--- src/sv/pfb_pkg.sv ---
// Package for the page-layout framebuffer pixel blend block.
// Holds shared constants, register and operation codes and the request struct.
// No dependencies.
package pfb_pkg;

  // Default store depth in bytes.
  localparam int unsigned STORE_BYTES_DEF = 1024;

  // Width of a byte address before it is cut down to the store depth.
  // Covers x + 255 * 31 and the read index.
  localparam int unsigned FULL_ADDR_W = 14;

  localparam int unsigned BYTE_W   = 8;
  localparam int unsigned COORD_W  = 9;
  localparam int unsigned WIDTH_W  = 8;
  localparam int unsigned HEIGHT_W = 7;
  localparam int unsigned INDEX_W  = 10;
  localparam int unsigned MODE_W   = 2;
  localparam int unsigned CFG_IDX_W = 1;

  localparam logic [WIDTH_W-1:0]  PANEL_WIDTH_RST  = 8'd128;
  localparam logic [HEIGHT_W-1:0] PANEL_HEIGHT_RST = 7'd64;

  // Configuration register indexes.
  localparam logic [CFG_IDX_W-1:0] REG_PANEL_WIDTH  = 1'd0;
  localparam logic [CFG_IDX_W-1:0] REG_PANEL_HEIGHT = 1'd1;

  // Operations.
  localparam logic OP_DRAW = 1'b0;
  localparam logic OP_READ = 1'b1;

  // Blend modes.
  localparam logic [MODE_W-1:0] BLEND_COPY = 2'd0;
  localparam logic [MODE_W-1:0] BLEND_OR   = 2'd1;
  localparam logic [MODE_W-1:0] BLEND_AND  = 2'd2;
  localparam logic [MODE_W-1:0] BLEND_XOR  = 2'd3;

  localparam logic [BYTE_W-1:0] PIX_MASK_ONE = 8'h01;

  // One decoded request as it travels from decode into the blend stage.
  typedef struct packed {
    logic                   op;
    logic                   clip;
    logic                   oob;
    logic [FULL_ADDR_W-1:0] addr;
    logic [BYTE_W-1:0]      mask;
    logic                   on;
    logic [MODE_W-1:0]      mode;
  } pfb_req_t;

endpackage

--- src/sv/pfb_blend.sv ---
// Blend stage: picks the current byte (store or last write), applies the
// blend mode and forms the result fields. Depends on pfb_pkg.
module pfb_blend (
  input  pfb_pkg::pfb_req_t             req,
  input  logic [pfb_pkg::BYTE_W-1:0]    ram_q,
  input  logic                          fwd_hit,
  input  logic [pfb_pkg::BYTE_W-1:0]    fwd_data,
  output logic [pfb_pkg::BYTE_W-1:0]    new_byte,
  output logic [pfb_pkg::BYTE_W-1:0]    read_byte,
  output logic                          clipped
);
  import pfb_pkg::*;

  logic [BYTE_W-1:0] cur;

  always_comb begin
    // The write of the item just ahead lands in the same edge as this
    // item's read, so its data is taken from the bypass.
    cur = fwd_hit ? fwd_data : ram_q;

    case (req.mode)
      BLEND_COPY: new_byte = req.on ? (cur | req.mask) : (cur & ~req.mask);
      BLEND_OR:   new_byte = req.on ? (cur | req.mask) : cur;
      BLEND_AND:  new_byte = req.on ? cur : (cur & ~req.mask);
      BLEND_XOR:  new_byte = req.on ? (cur ^ req.mask) : cur;
      default:    new_byte = cur;
    endcase

    read_byte = ((req.op == OP_READ) && !req.oob) ? cur : '0;
    clipped   = (req.op == OP_DRAW) && req.clip;
  end

endmodule

--- config.mk ---
export PLATFORM = sky130hd
export DESIGN_NAME = pfb_blend
export DESIGN_NICKNAME = d
export VERILOG_FILES = /design/src/sv/pfb_pkg.sv /design/src/sv/pfb_blend.sv
export SDC_FILE = /design/constraint.sdc
export NUM_CORES = 1
export LEC_CHECK = 0
export BUFFER_PORTS_ARGS = -buffer_cell sky130_fd_sc_hd__buf_2
export CORE_ASPECT_RATIO = 1.2
export CORE_MARGIN = 5
export CORE_UTILIZATION = 40
export DETAILED_ROUTE_END_ITERATION = 10
export PLACE_DENSITY = 0.8
export SKIP_LAST_GASP = 1
export SLEW_MARGIN = 20
export SYNTH_ARGS = -nofsm -noshare
export SYNTH_HDL_FRONTEND = slang
export SYNTH_SLANG_ARGS = --single-unit
--- constraint.sdc ---
create_clock -name vclk -period 3.03
set_input_delay 0.909 -clock vclk [all_inputs]
set_output_delay 0.909 -clock vclk [all_outputs]
set_load 0.005 [all_outputs]
# == Word-level counts from Yosys, hierarchy flattened ==
# Cells that the tools add are included.
# totals
wordCells,19
input_bits,45
regBits,0
output_inout_bits,17
# op_classes
n_reduce_logical,4
bitwise_logic,5
muxes,7
eq_ne,3
# ops
operator,n
2-to-1 mux 8 bit,6
case mux 8 bit (4 select lines),1
AND 8 bit,1
NOT 8 bit,1
OR 8 bit,1
bitwise XOR 8 bit,1
== test 2 bit (second input constant),2
== test 2 x 1 -> 1 bit (second input constant),1
logical AND 1 bit,2
zero test 2 bit,1
zero test 1 bit,1
NOT 1 bit,1

# == Longest topological paths before layout ==
# depth
word_depth,4
mapped_depth,7
depth_no_buf,6

# == Least setup slack after synthesis ==
# No wires, ideal clock.
# synth_timing
path_type,input -> output
from,input fwd_hit
to,output new_byte[4] in the netlist's numbering
n_path_buf,1
path_slack_ps,99
path_stages,6
required_time_ps,2121
arrival_ps,2022
cell_sequence,buf_4 mux2i_1 ha_1 or2b_1 a21oi_1 a311oi_1
# synth_between
elab_chain_cells,4
elab_cells_between_ends,9
cone_classes,mux: 6; bitwise: 3
# synth_lines
item,line_no,rtl
start: declaration,pfb_blend.sv:6,"input logic fwd_hit,"
2-to-1 mux 8 bit *,pfb_blend.sv:19,cur = fwd_hit ? fwd_data : ram_q;
bitwise XOR 8 bit (tied with other cells),pfb_blend.sv:25,BLEND_XOR: new_byte = req.on ? (cur ^ req.mask) : cur;
2-to-1 mux 8 bit (on tied branches),--,
case mux 8 bit (4 select lines) *,pfb_blend.sv:21,case (req.mode)
end: declaration,pfb_blend.sv:8,"output logic [pfb_pkg::BYTE_W-1:0] new_byte,"
# Every way passes the cells marked *; elsewhere a longest branch is shown, timed or not.

# == Worst setup path after layout ==
# layout_timing
from,input fwd_hit
to,output new_byte[7] in the netlist's numbering
# Same word-level chain as after synthesis.

==> flow_summary.json <==
{
  "final_hold_viol_count": 0,
  "post-route-min-period_ps": 3080,
  "maxClockFrequency_mhz": 325,
  "detailroute.via_count": 1042,
  "run_status": "complete, but fails checks",
  "cts-hold-fix-buffers": 0,
  "fin_nets": 244,
  "grt_setup_unrepaired": "true",
  "detail_route.wl_per_cell_um": 12.4,
  "area_used_by_multi_input_combinational_logic_um2": 800,
  "synthesis.area_um2": 865,
  "port_buffers": 48,
  "layout_commonest_cell": "sky130_fd_sc_hd__buf_2",
  "postSynthCellCount": 125,
  "timing.setup.critical_path_class": "in -> out",
  "post_synth.cell_area_avg_um2": 6.92,
  "antenna_found_initial": 0,
  "first_iter_violations": 28,
  "power.density_nw_per_um2": 138,
  "placed_cells_incl_taps": 211,
  "grt_start_max_net_pins": 13,
  "grt_overflow": 0,
  "critical-path-max-stage-delay_ps": 330,
  "most-common-layout-cells": "sky130_fd_sc_hd__buf_2, sky130_fd_sc_hd__inv_1, sky130_fd_sc_hd__nor2_1",
  "timing.hold.ws_ps": 2060,
  "hold_depth": 3,
  "post_synth_num_cell_types": 23,
  "final_cells": 211,
  "crit_arrival_ps": 2170,
  "gp_routability_congestion": 0.764,
  "diodes": 0,
  "postCtsSetupBuffers": 0,
  "critPathCaptureType": "output port",
  "finalSetupViolations": 3,
  "cp_data_required_time_ps": 2120,
  "leakagePower_uw": 0.000709,
  "crit_path_top_delay_cell": "sky130_fd_sc_hd__a222oi_1",
  "report.final.slew_viol_count": 0,
  "critPathMaxFanout": 7,
  "ant_nets": 0,
  "die_width_um": 52.4,
  "std_cell_rows": 18,
  "design.portCount": 62,
  "startpoint_class": "input port",
  "timing.final.crit_share": 1.02,
  "syn2layout_area_growth_pct": 48.5,
  "timing.setup.tns_ps": -89.6,
  "ys_seq_area_frac": 0,
  "cp_num_buf_inv": 3,
  "yosys_warnings": 0,
  "viasPerCell": 4.94,
  "layout.sequential_cells": 0,
  "drive_above_1_share": 0.387,
  "crit_start": "fwd_hit",
  "post-dp-hpwl_um": 2140,
  "core-area_um2": 2070,
  "max_slew.worst_pin.slew_ps": 415,
  "path_delay_family": "buffers and inverters",
  "wirelength_um": 2620,
  "holdCritPathClass": "in -> out",
  "hold-path-endpoint": "clipped",
  "final.clkbuf_count": 0,
  "drc_errors": 0,
  "sequential_cell_area_um2": 0,
  "filler_cells_inserted": 202,
  "grtUsageTotal": 0.173,
  "detailedRoute.firstPassIterationCount": 4,
  "grt_pass1_vias": 1028,
  "post-route-util": 0.620,
  "grt_pass1_wl_um": 4330,
  "timing.final.ws_setup_ps": -49.4,
  "floorplan.initialDensity": 0.417,
  "worst_ir_drop_vdd_mv": 0.0816,
  "synth.net_count": 186,
  "die_height_um": 60.9,
  "failed_checks": "negative setup slack",
  "worstPathCellList": "buf_12 > buf_8 > mux2i_4 > ha_4 > mux2i_1 > a222oi_1 > buf_2",
  "slew-limit-headroom": 0.723,
  "dieArea_um2": 3200,
  "hp-start": "req[27]",
  "drv_cap": 0
}
==> Yosys cell counts, drive strengths merged <==
cell     n  share of area
nor2    15          0.065
and2b    4          0.035
mux2i   14           0.16
ha      16           0.23
a311oi   5          0.051
or2b     1         0.0087
a222oi   3          0.035
buf      4          0.027
a211oi   6          0.052
nand2b   4          0.029
nor3b    1          0.022
and2     1         0.0072
o21a     2          0.017
inv     19          0.082
nor2b    7          0.051
clkbuf   3          0.016
o21ai    8          0.046
or2      1         0.0072
nand2    6          0.026
a21oi    5          0.029
==> report_power, final <==
group	internal [uW]	switching, uW	leakage (uW)
Clock	0	0	0
Combinational	92.1	84.4	0.000709
Sequential	0	0	0
Total	92.1	84.4	0.000709
==> area by class of cell <==
cell class,instances,area share
multi-input combinational,99,0.623
inverter,19,0.0556
timing repair buffer,63,0.292
tap,30,0.0292
==> layer usage <==
metal / GRT usage / wire [um] / up-vias
li1: - / - / 544
met1: 0.195 / 1060 / 459
met2: 0.353 / 1370 / 35
met3: 0.00737 / 138 / 4
met4: 0.0292 / 56 / 0
met5: 0 / 0 / -
==> how the worst max path moves through the flow <==
stage	to	slack, ps	cells after the start
CTS	new_byte[7]	-70	7
finish	new_byte[7]	-50	7
detailed placement	new_byte[7]	-220	7
global placement	new_byte[2]	-170	8
floorplan	new_byte[4]	100	6
global route	new_byte[7]	-140	7
==> kinds of logic after synthesis <==
family,Yosys count,synth area share
buffers and inverters,26,0.126
muxes,14,0.162
adders and majority gates,16,0.232
AOI/OAI and AO/OA,29,0.230
and+or+nand+nor,40,0.250
==> repair_timing <==
action	CTS	global route
resized for setup	9	4
setup endpoints to repair	8	8
pin swaps	4	2
==> stage by stage <==
stage | power [uW] | area (um2) | setup slack, ps
6_report | 177 | 1280 | -49.4
5_1_grt | 199 | 1280 | -139
2_1_floorplan | 91.3 | 865 | 98.8
4_1_cts | 172 | 1250 | -71.5
3_3_place_gp | 156 | 1220 | -165
3_5_place_dp | 165 | 1220 | -218
Power figures use the tool's default switching activity.
