===== src/sv/pfb_pkg.sv =====
// Package for the page-layout framebuffer pixel blend block.
// Holds shared constants, register and operation codes and the request struct.
// No dependencies.
package pfb_pkg;

  // Default store depth in bytes.
  localparam int unsigned STORE_BYTES_DEF = 1024;

  // Width of a byte address before it is cut down to the store depth.
  // Covers x + 255 * 31 and the read index.
  localparam int unsigned FULL_ADDR_W = 14;

  localparam int unsigned BYTE_W   = 8;
  localparam int unsigned COORD_W  = 9;
  localparam int unsigned WIDTH_W  = 8;
  localparam int unsigned HEIGHT_W = 7;
  localparam int unsigned INDEX_W  = 10;
  localparam int unsigned MODE_W   = 2;
  localparam int unsigned CFG_IDX_W = 1;

  localparam logic [WIDTH_W-1:0]  PANEL_WIDTH_RST  = 8'd128;
  localparam logic [HEIGHT_W-1:0] PANEL_HEIGHT_RST = 7'd64;

  // Configuration register indexes.
  localparam logic [CFG_IDX_W-1:0] REG_PANEL_WIDTH  = 1'd0;
  localparam logic [CFG_IDX_W-1:0] REG_PANEL_HEIGHT = 1'd1;

  // Operations.
  localparam logic OP_DRAW = 1'b0;
  localparam logic OP_READ = 1'b1;

  // Blend modes.
  localparam logic [MODE_W-1:0] BLEND_COPY = 2'd0;
  localparam logic [MODE_W-1:0] BLEND_OR   = 2'd1;
  localparam logic [MODE_W-1:0] BLEND_AND  = 2'd2;
  localparam logic [MODE_W-1:0] BLEND_XOR  = 2'd3;

  localparam logic [BYTE_W-1:0] PIX_MASK_ONE = 8'h01;

  // One decoded request as it travels from decode into the blend stage.
  typedef struct packed {
    logic                   op;
    logic                   clip;
    logic                   oob;
    logic [FULL_ADDR_W-1:0] addr;
    logic [BYTE_W-1:0]      mask;
    logic                   on;
    logic [MODE_W-1:0]      mode;
  } pfb_req_t;

endpackage


===== src/sv/pfb_decode.sv =====
// Decode of one registered request: clipping, byte address and bit mask.
// Depends on pfb_pkg.
module pfb_decode #(
  parameter int unsigned STORE_BYTES = pfb_pkg::STORE_BYTES_DEF
) (
  input  logic                                op,
  input  logic signed [pfb_pkg::COORD_W-1:0]  x_coord,
  input  logic signed [pfb_pkg::COORD_W-1:0]  y_coord,
  input  logic                                pixel_lit,
  input  logic [pfb_pkg::MODE_W-1:0]          blend_mode,
  input  logic [pfb_pkg::INDEX_W-1:0]         byte_index,
  input  logic [pfb_pkg::WIDTH_W-1:0]         panel_width,
  input  logic [pfb_pkg::HEIGHT_W-1:0]        panel_height,
  output pfb_pkg::pfb_req_t                   req
);
  import pfb_pkg::*;

  localparam logic [FULL_ADDR_W-1:0] STORE_LIMIT = FULL_ADDR_W'(STORE_BYTES);

  logic                   coord_out;
  logic [FULL_ADDR_W-1:0] draw_addr;
  logic [FULL_ADDR_W-1:0] full_addr;
  logic                   addr_oob;

  always_comb begin
    // The sign bit catches negative coordinates; the low byte is compared
    // against the panel size.
    coord_out = x_coord[COORD_W-1] || y_coord[COORD_W-1] ||
                (x_coord[7:0] >= panel_width) ||
                (y_coord[7:0] >= {1'b0, panel_height});
    draw_addr = FULL_ADDR_W'(x_coord[7:0]) +
                FULL_ADDR_W'(panel_width) * FULL_ADDR_W'(y_coord[7:3]);
    full_addr = (op == OP_READ) ? FULL_ADDR_W'(byte_index) : draw_addr;
    addr_oob  = (full_addr >= STORE_LIMIT);

    req.op   = op;
    req.clip = (op == OP_DRAW) && (coord_out || addr_oob);
    req.oob  = addr_oob;
    req.addr = full_addr;
    req.mask = PIX_MASK_ONE << y_coord[2:0];
    req.on   = pixel_lit;
    req.mode = blend_mode;
  end

endmodule


===== config.mk =====
export PLATFORM = sky130hd
export DESIGN_NAME = pfb_decode
export DESIGN_NICKNAME = d
export VERILOG_FILES = /design/src/sv/pfb_pkg.sv /design/src/sv/pfb_decode.sv
export SDC_FILE = /design/constraint.sdc
export NUM_CORES = 1
export LEC_CHECK = 0
export BUFFER_PORTS_ARGS = -buffer_cell sky130_fd_sc_hd__clkbuf_2
export CORE_MARGIN = 3
export CORE_UTILIZATION = 30
export DETAILED_ROUTE_END_ITERATION = 7
export PLACE_DENSITY_LB_ADDON = 0.25
export SYNTH_ARGS = -nofsm -noshare
export SYNTH_HDL_FRONTEND = slang
export SYNTH_SLANG_ARGS = --single-unit

===== constraint.sdc =====
create_clock -name vclk -period 7.6
set_input_delay 1.9 -clock vclk [all_inputs]
set_output_delay 1.9 -clock vclk [all_outputs]
set_load 0.005 [all_outputs]

# Yosys cells after proc, flatten, opt, wreduce, memory -nomap -nowiden
# Cells that the tools add are included.
totals:
  rom_bits: 0
  latchBits: 0
  ramBits: 0
  mem_count: 0
  input_bits: 47
  register_bits: 0
op_classes:
  add_sub_neg: 1
  reduce_logical: 5
  n_bitwise: 1
  n_mul: 1
  n_shift: 1
  order_cmp: 3
  mux: 1
  div_mod_pow: 0
  eq_ne: 0
op_table:
  columns: ["cell", "count"]
  rows:
  - ["8-bit by 13-bit adder with 14-bit output", 1]
  - ["14-bit by 11-bit >= comparator with 1-bit output, second input constant", 1]
  - ["14-bit two-way mux", 1]
  - ["8-bit by 5-bit multiplier with 13-bit output", 1]
  - ["8-bit by 7-bit >= comparator with 1-bit output", 1]
  - ["8-bit >= comparator", 1]
  - ["1-bit by 3-bit << shifter with 8-bit output, first input constant", 1]
  - ["1-bit logical OR", 4]
  - ["1-bit logical AND", 1]
  - ["1-bit inverter", 1]

# Longest topological paths before layout
logic_depth:
  ltp_word: 6
  mapped_depth: 15
  mapped_depth_nobuf: 14

# Worst setup path after synthesis
# No wires, ideal clock.
synth_timing:
  path_type: "input to output"
  from: "input port panel_width[2] (netlist name)"
  to: "output port req[25] (netlist name)"
  path_slack_ns: 0.549
  t_required_ns: 5.700
  arrival_time_ns: 5.151
  stages: 14
  path_buffers: 1
  path_cell_list: "and2_2 -> fa_1 -> fa_1 -> inv_1 -> fa_1 -> inv_1 -> ha_1 -> a21oi_2 -> o211ai_2 -> a21oi_2 -> xor2_1 -> and3_1 -> a31oi_1 -> buf_4"
synth_via:
  elab_chain_len: 4
synth_rtl:
  columns: ["item", "line", "rtl"]
  rows:
  - ["from (decl)", "pfb_decode.sv:12", "input logic [pfb_pkg::WIDTH_W-1:0] panel_width,"]
  - ["8-bit by 5-bit multiplier with 13-bit output", "pfb_decode.sv:32", "FULL_ADDR_W'(panel_width) * FULL_ADDR_W'(y_coord[7:3]);"]
  - ["8-bit by 13-bit adder with 14-bit output", "pfb_decode.sv:31", "draw_addr = FULL_ADDR_W'(x_coord[7:0]) +"]
  - ["14-bit two-way mux", "pfb_decode.sv:33", "full_addr = (op == OP_READ) ? FULL_ADDR_W'(byte_index) : draw_addr;"]
  - ["14-bit by 11-bit >= comparator with 1-bit output", "pfb_decode.sv:34", "addr_oob = (full_addr >= STORE_LIMIT);"]
  - ["to (decl)", "pfb_decode.sv:14", "output pfb_pkg::pfb_req_t req"]
# Every way passes these cells.

==> impl_metrics.yaml <==
sta:
  grt_setup_unrepaired: "false"
  fin_setup_tns_ns: 0
  drv_slew: 0
  max_freq_ghz: 0.137
  fin_ws_ns: 0.299
  timing.final.crit_share_pct: 96.1
  maxSlewHeadroom_pct: 72.7
  tightest_slew_ns: 0.409
  post-route-min-period_ns: 7.30
  setup_violations: 0
  hold_viol: 0
logic_synthesis:
  synthCells: 259
  synth-seq-area-share_pct: 0
  yosysWarningCount: 0
  syn_avg_cell_area_um2: 8.05
  synth.distinct_cells: 36
  synth.net_count: 371
  synth.cell_area_um2: 2090
detailed_routing:
  drc: 0
  dr.pass1.iters: 4
  drtIter0Drc: 25
  drt_wl_total_um: 4520
  wl_per_cell_um: 11.3
  via_per_inst: 4.58
  vias: 1829
  ant_nets: 0
final_layout:
  diodes: 0
  nets: 436
  seq_cells: 0
  seq_area_um2: 0
  final_util_pct: 38.3
  clock_buffers: 0
  final-instance-count-excl-fill: 399
  area_growth_pct: 19.8
  drive_gt1_share_pct: 28.0
floorplanning:
  start_util_pct: 31.9
  num_rows: 29
  core_um2: 6530
  die-area_um2: 7990
  die_w_um: 89.4
  die_y_um: 89.4
  ios: 75
power:
  swShare_pct: 53.0
  p_switching_mw: 0.187
  clkPwrFrac_pct: 0
  power_density_nw_per_um2: 141
  power_frac_comb_pct: 100.0
  power_mw: 0.353
  leakage_nw: 1.45
  power_frac_seq_pct: 0
  ir_drop_v: 0.0000833
  p_int_mw: 0.166
flow_run:
  maxCapViolCount: 0
hold_path:
  min_to: "req[0]"
  worstHoldPathType: "input port to output pin"
  min-delay-start: "blend_mode[0]"
  hold_path_depth: 0
placement:
  place.gp.congestion: 0.839
  post-place-ws_ns: 0.222
  dp.final_hpwl_um: 4060
  io_buffers: 69
  place_inst: 398
global_route:
  overflow: 0
  grt_pass1_vias: 1768
  antenna_found_initial: 0
  grt_pass1_wl_um: 7810
  grt_usage_pct: 11.6
  grt_max_degree: 24
status:
  outcome: "finished clean"
critical_path:
  crit_path_end_kind: "output pin"
  crit_type: "input port to output pin"
  worstSetupStartpointType: "input port"
  path_max_fanout: 10
  critPathArrivalTime_ns: 5.40
  required_ns: 5.70
[per-stage QoR]
| stage | hold WS [ns] | cell area, um2 |
|---|---|---|
| 6_report | 3.80 | 2500 |
| 5_1_grt | 3.80 | 2500 |
| 3_5_place_dp | 3.80 | 2480 |
| 4_1_cts | 3.80 | 2480 |
| 3_3_place_gp | 3.80 | 2480 |
| 2_1_floorplan | 3.83 | 2090 |
[what timing repair did]
item                                    in CTS  in global routing
resized for setup                            0                  3
hold buffers                                 0                  0
setup buffers                                0                  1
endpoints found under the setup margin       0                  2
[cell families (layout without fill, tap and decap cells)]
| kind of cell | after synthesis | in the layout | synth area share (%) |
|---|---|---|---|
| xor+xnor | 9 | 9 | 3.78 |
| simple gates | 78 | 78 | 19.9 |
| fa+ha+maj | 65 | 65 | 48.4 |
| compound gates | 38 | 38 | 13.2 |
| buf+inv | 65 | 128 | 12.6 |
| mux | 4 | 4 | 2.16 |
[area by class of cell]
class | instances | area, um2
fillers | 701 | 4030
inverters | 58 | 218
multi-input cells | 194 | 1830
well taps | 77 | 96.3
repair buffers | 70 | 353
[metal layers]
layer / share of wire (%) / vias up / GRT usage (%) / wire, um
li1: - / 954 / - / -
met5: 0 / - / 0 / 0
met1: 47 / 848 / 16.4 / 2110
met3: 2.2 / 0 / 0.0922 / 101
met2: 51 / 27 / 21.1 / 2300
met4: 0 / 0 / 0 / 0
[power by group through the flow]
| stage | registers, mW | clock network, mW | logic (mW) |
|---|---|---|---|
| final | 0 | 0 | 0.353 |
| after global routing | 0 | 0 | 0.412 |
| after CTS | 0 | 0 | 0.350 |
| after detailed placement | 0 | 0 | 0.348 |
| after global placement | 0 | 0 | 0.346 |
| after floorplan | 0 | 0 | 0.257 |
[how the worst max path moves through the flow]
| stage | cells past startpoint | from | end | slack [ns] |
|---|---|---|---|---|
| after floorplan | 14 | panel_width[2] | req[25] | 0.55 |
| after global placement | 15 | y_coord[7] | req[26] | 0.26 |
| after detailed placement | 15 | y_coord[7] | req[26] | 0.22 |
| after CTS | 15 | y_coord[7] | req[26] | 0.22 |
| after global routing | 15 | y_coord[7] | req[25] | 0.04 |
| final | 15 | y_coord[7] | req[26] | 0.30 |
[synthesized netlist by cell type, drive strengths merged (2+ instances only)]
| cell type | n | area share [%] |
|---|---|---|
| inv | 58 | 10 |
| ha | 39 | 23 |
| nand2 | 29 | 5.2 |
| fa | 26 | 25 |
| and2 | 22 | 6.9 |
| o21ai | 11 | 2.6 |
| a21oi | 9 | 2.5 |
| nor2 | 7 | 1.3 |
| a21o | 6 | 2.2 |
| buf | 5 | 1.8 |
| xor2 | 5 | 2.1 |
| mux2 | 4 | 2.2 |
| nand2b | 4 | 1.2 |
| xnor2 | 4 | 1.7 |
| a211oi | 3 | 1.3 |
| and3 | 3 | 0.90 |
| nor3 | 3 | 0.72 |
| nor3b | 3 | 1.1 |
| a31oi | 2 | 0.60 |
| clkbuf | 2 | 0.36 |
| nand3 | 2 | 0.48 |
| o211ai | 2 | 1.2 |
[critical path, cell delays in order]
cell and delay [ns]:
clkbuf_2 0.15, and2_2 0.21, fa_1 0.50, fa_1 0.54
inv_1 0.05, fa_1 0.52, inv_1 0.05, ha_2 0.32
a21oi_2 0.19, o211ai_2 0.17, a21oi_2 0.16, xor2_1 0.19
and3_1 0.21, a41oi_2 0.11, clkbuf_2 0.13
[layout by cell type (no fill, tap or decap), types with 6 or more instances in the layout]
| master | n |
|---|---|
| clkbuf_2 | 69 |
| inv_1 | 58 |
| ha_1 | 37 |
| nand2_1 | 29 |
| fa_1 | 26 |
| and2_1 | 17 |
| o21ai_0 | 9 |
| nor2_1 | 7 |
| a21oi_1 | 6 |
| a21o_1 | 6 |
(Power assumes the default switching activity.)
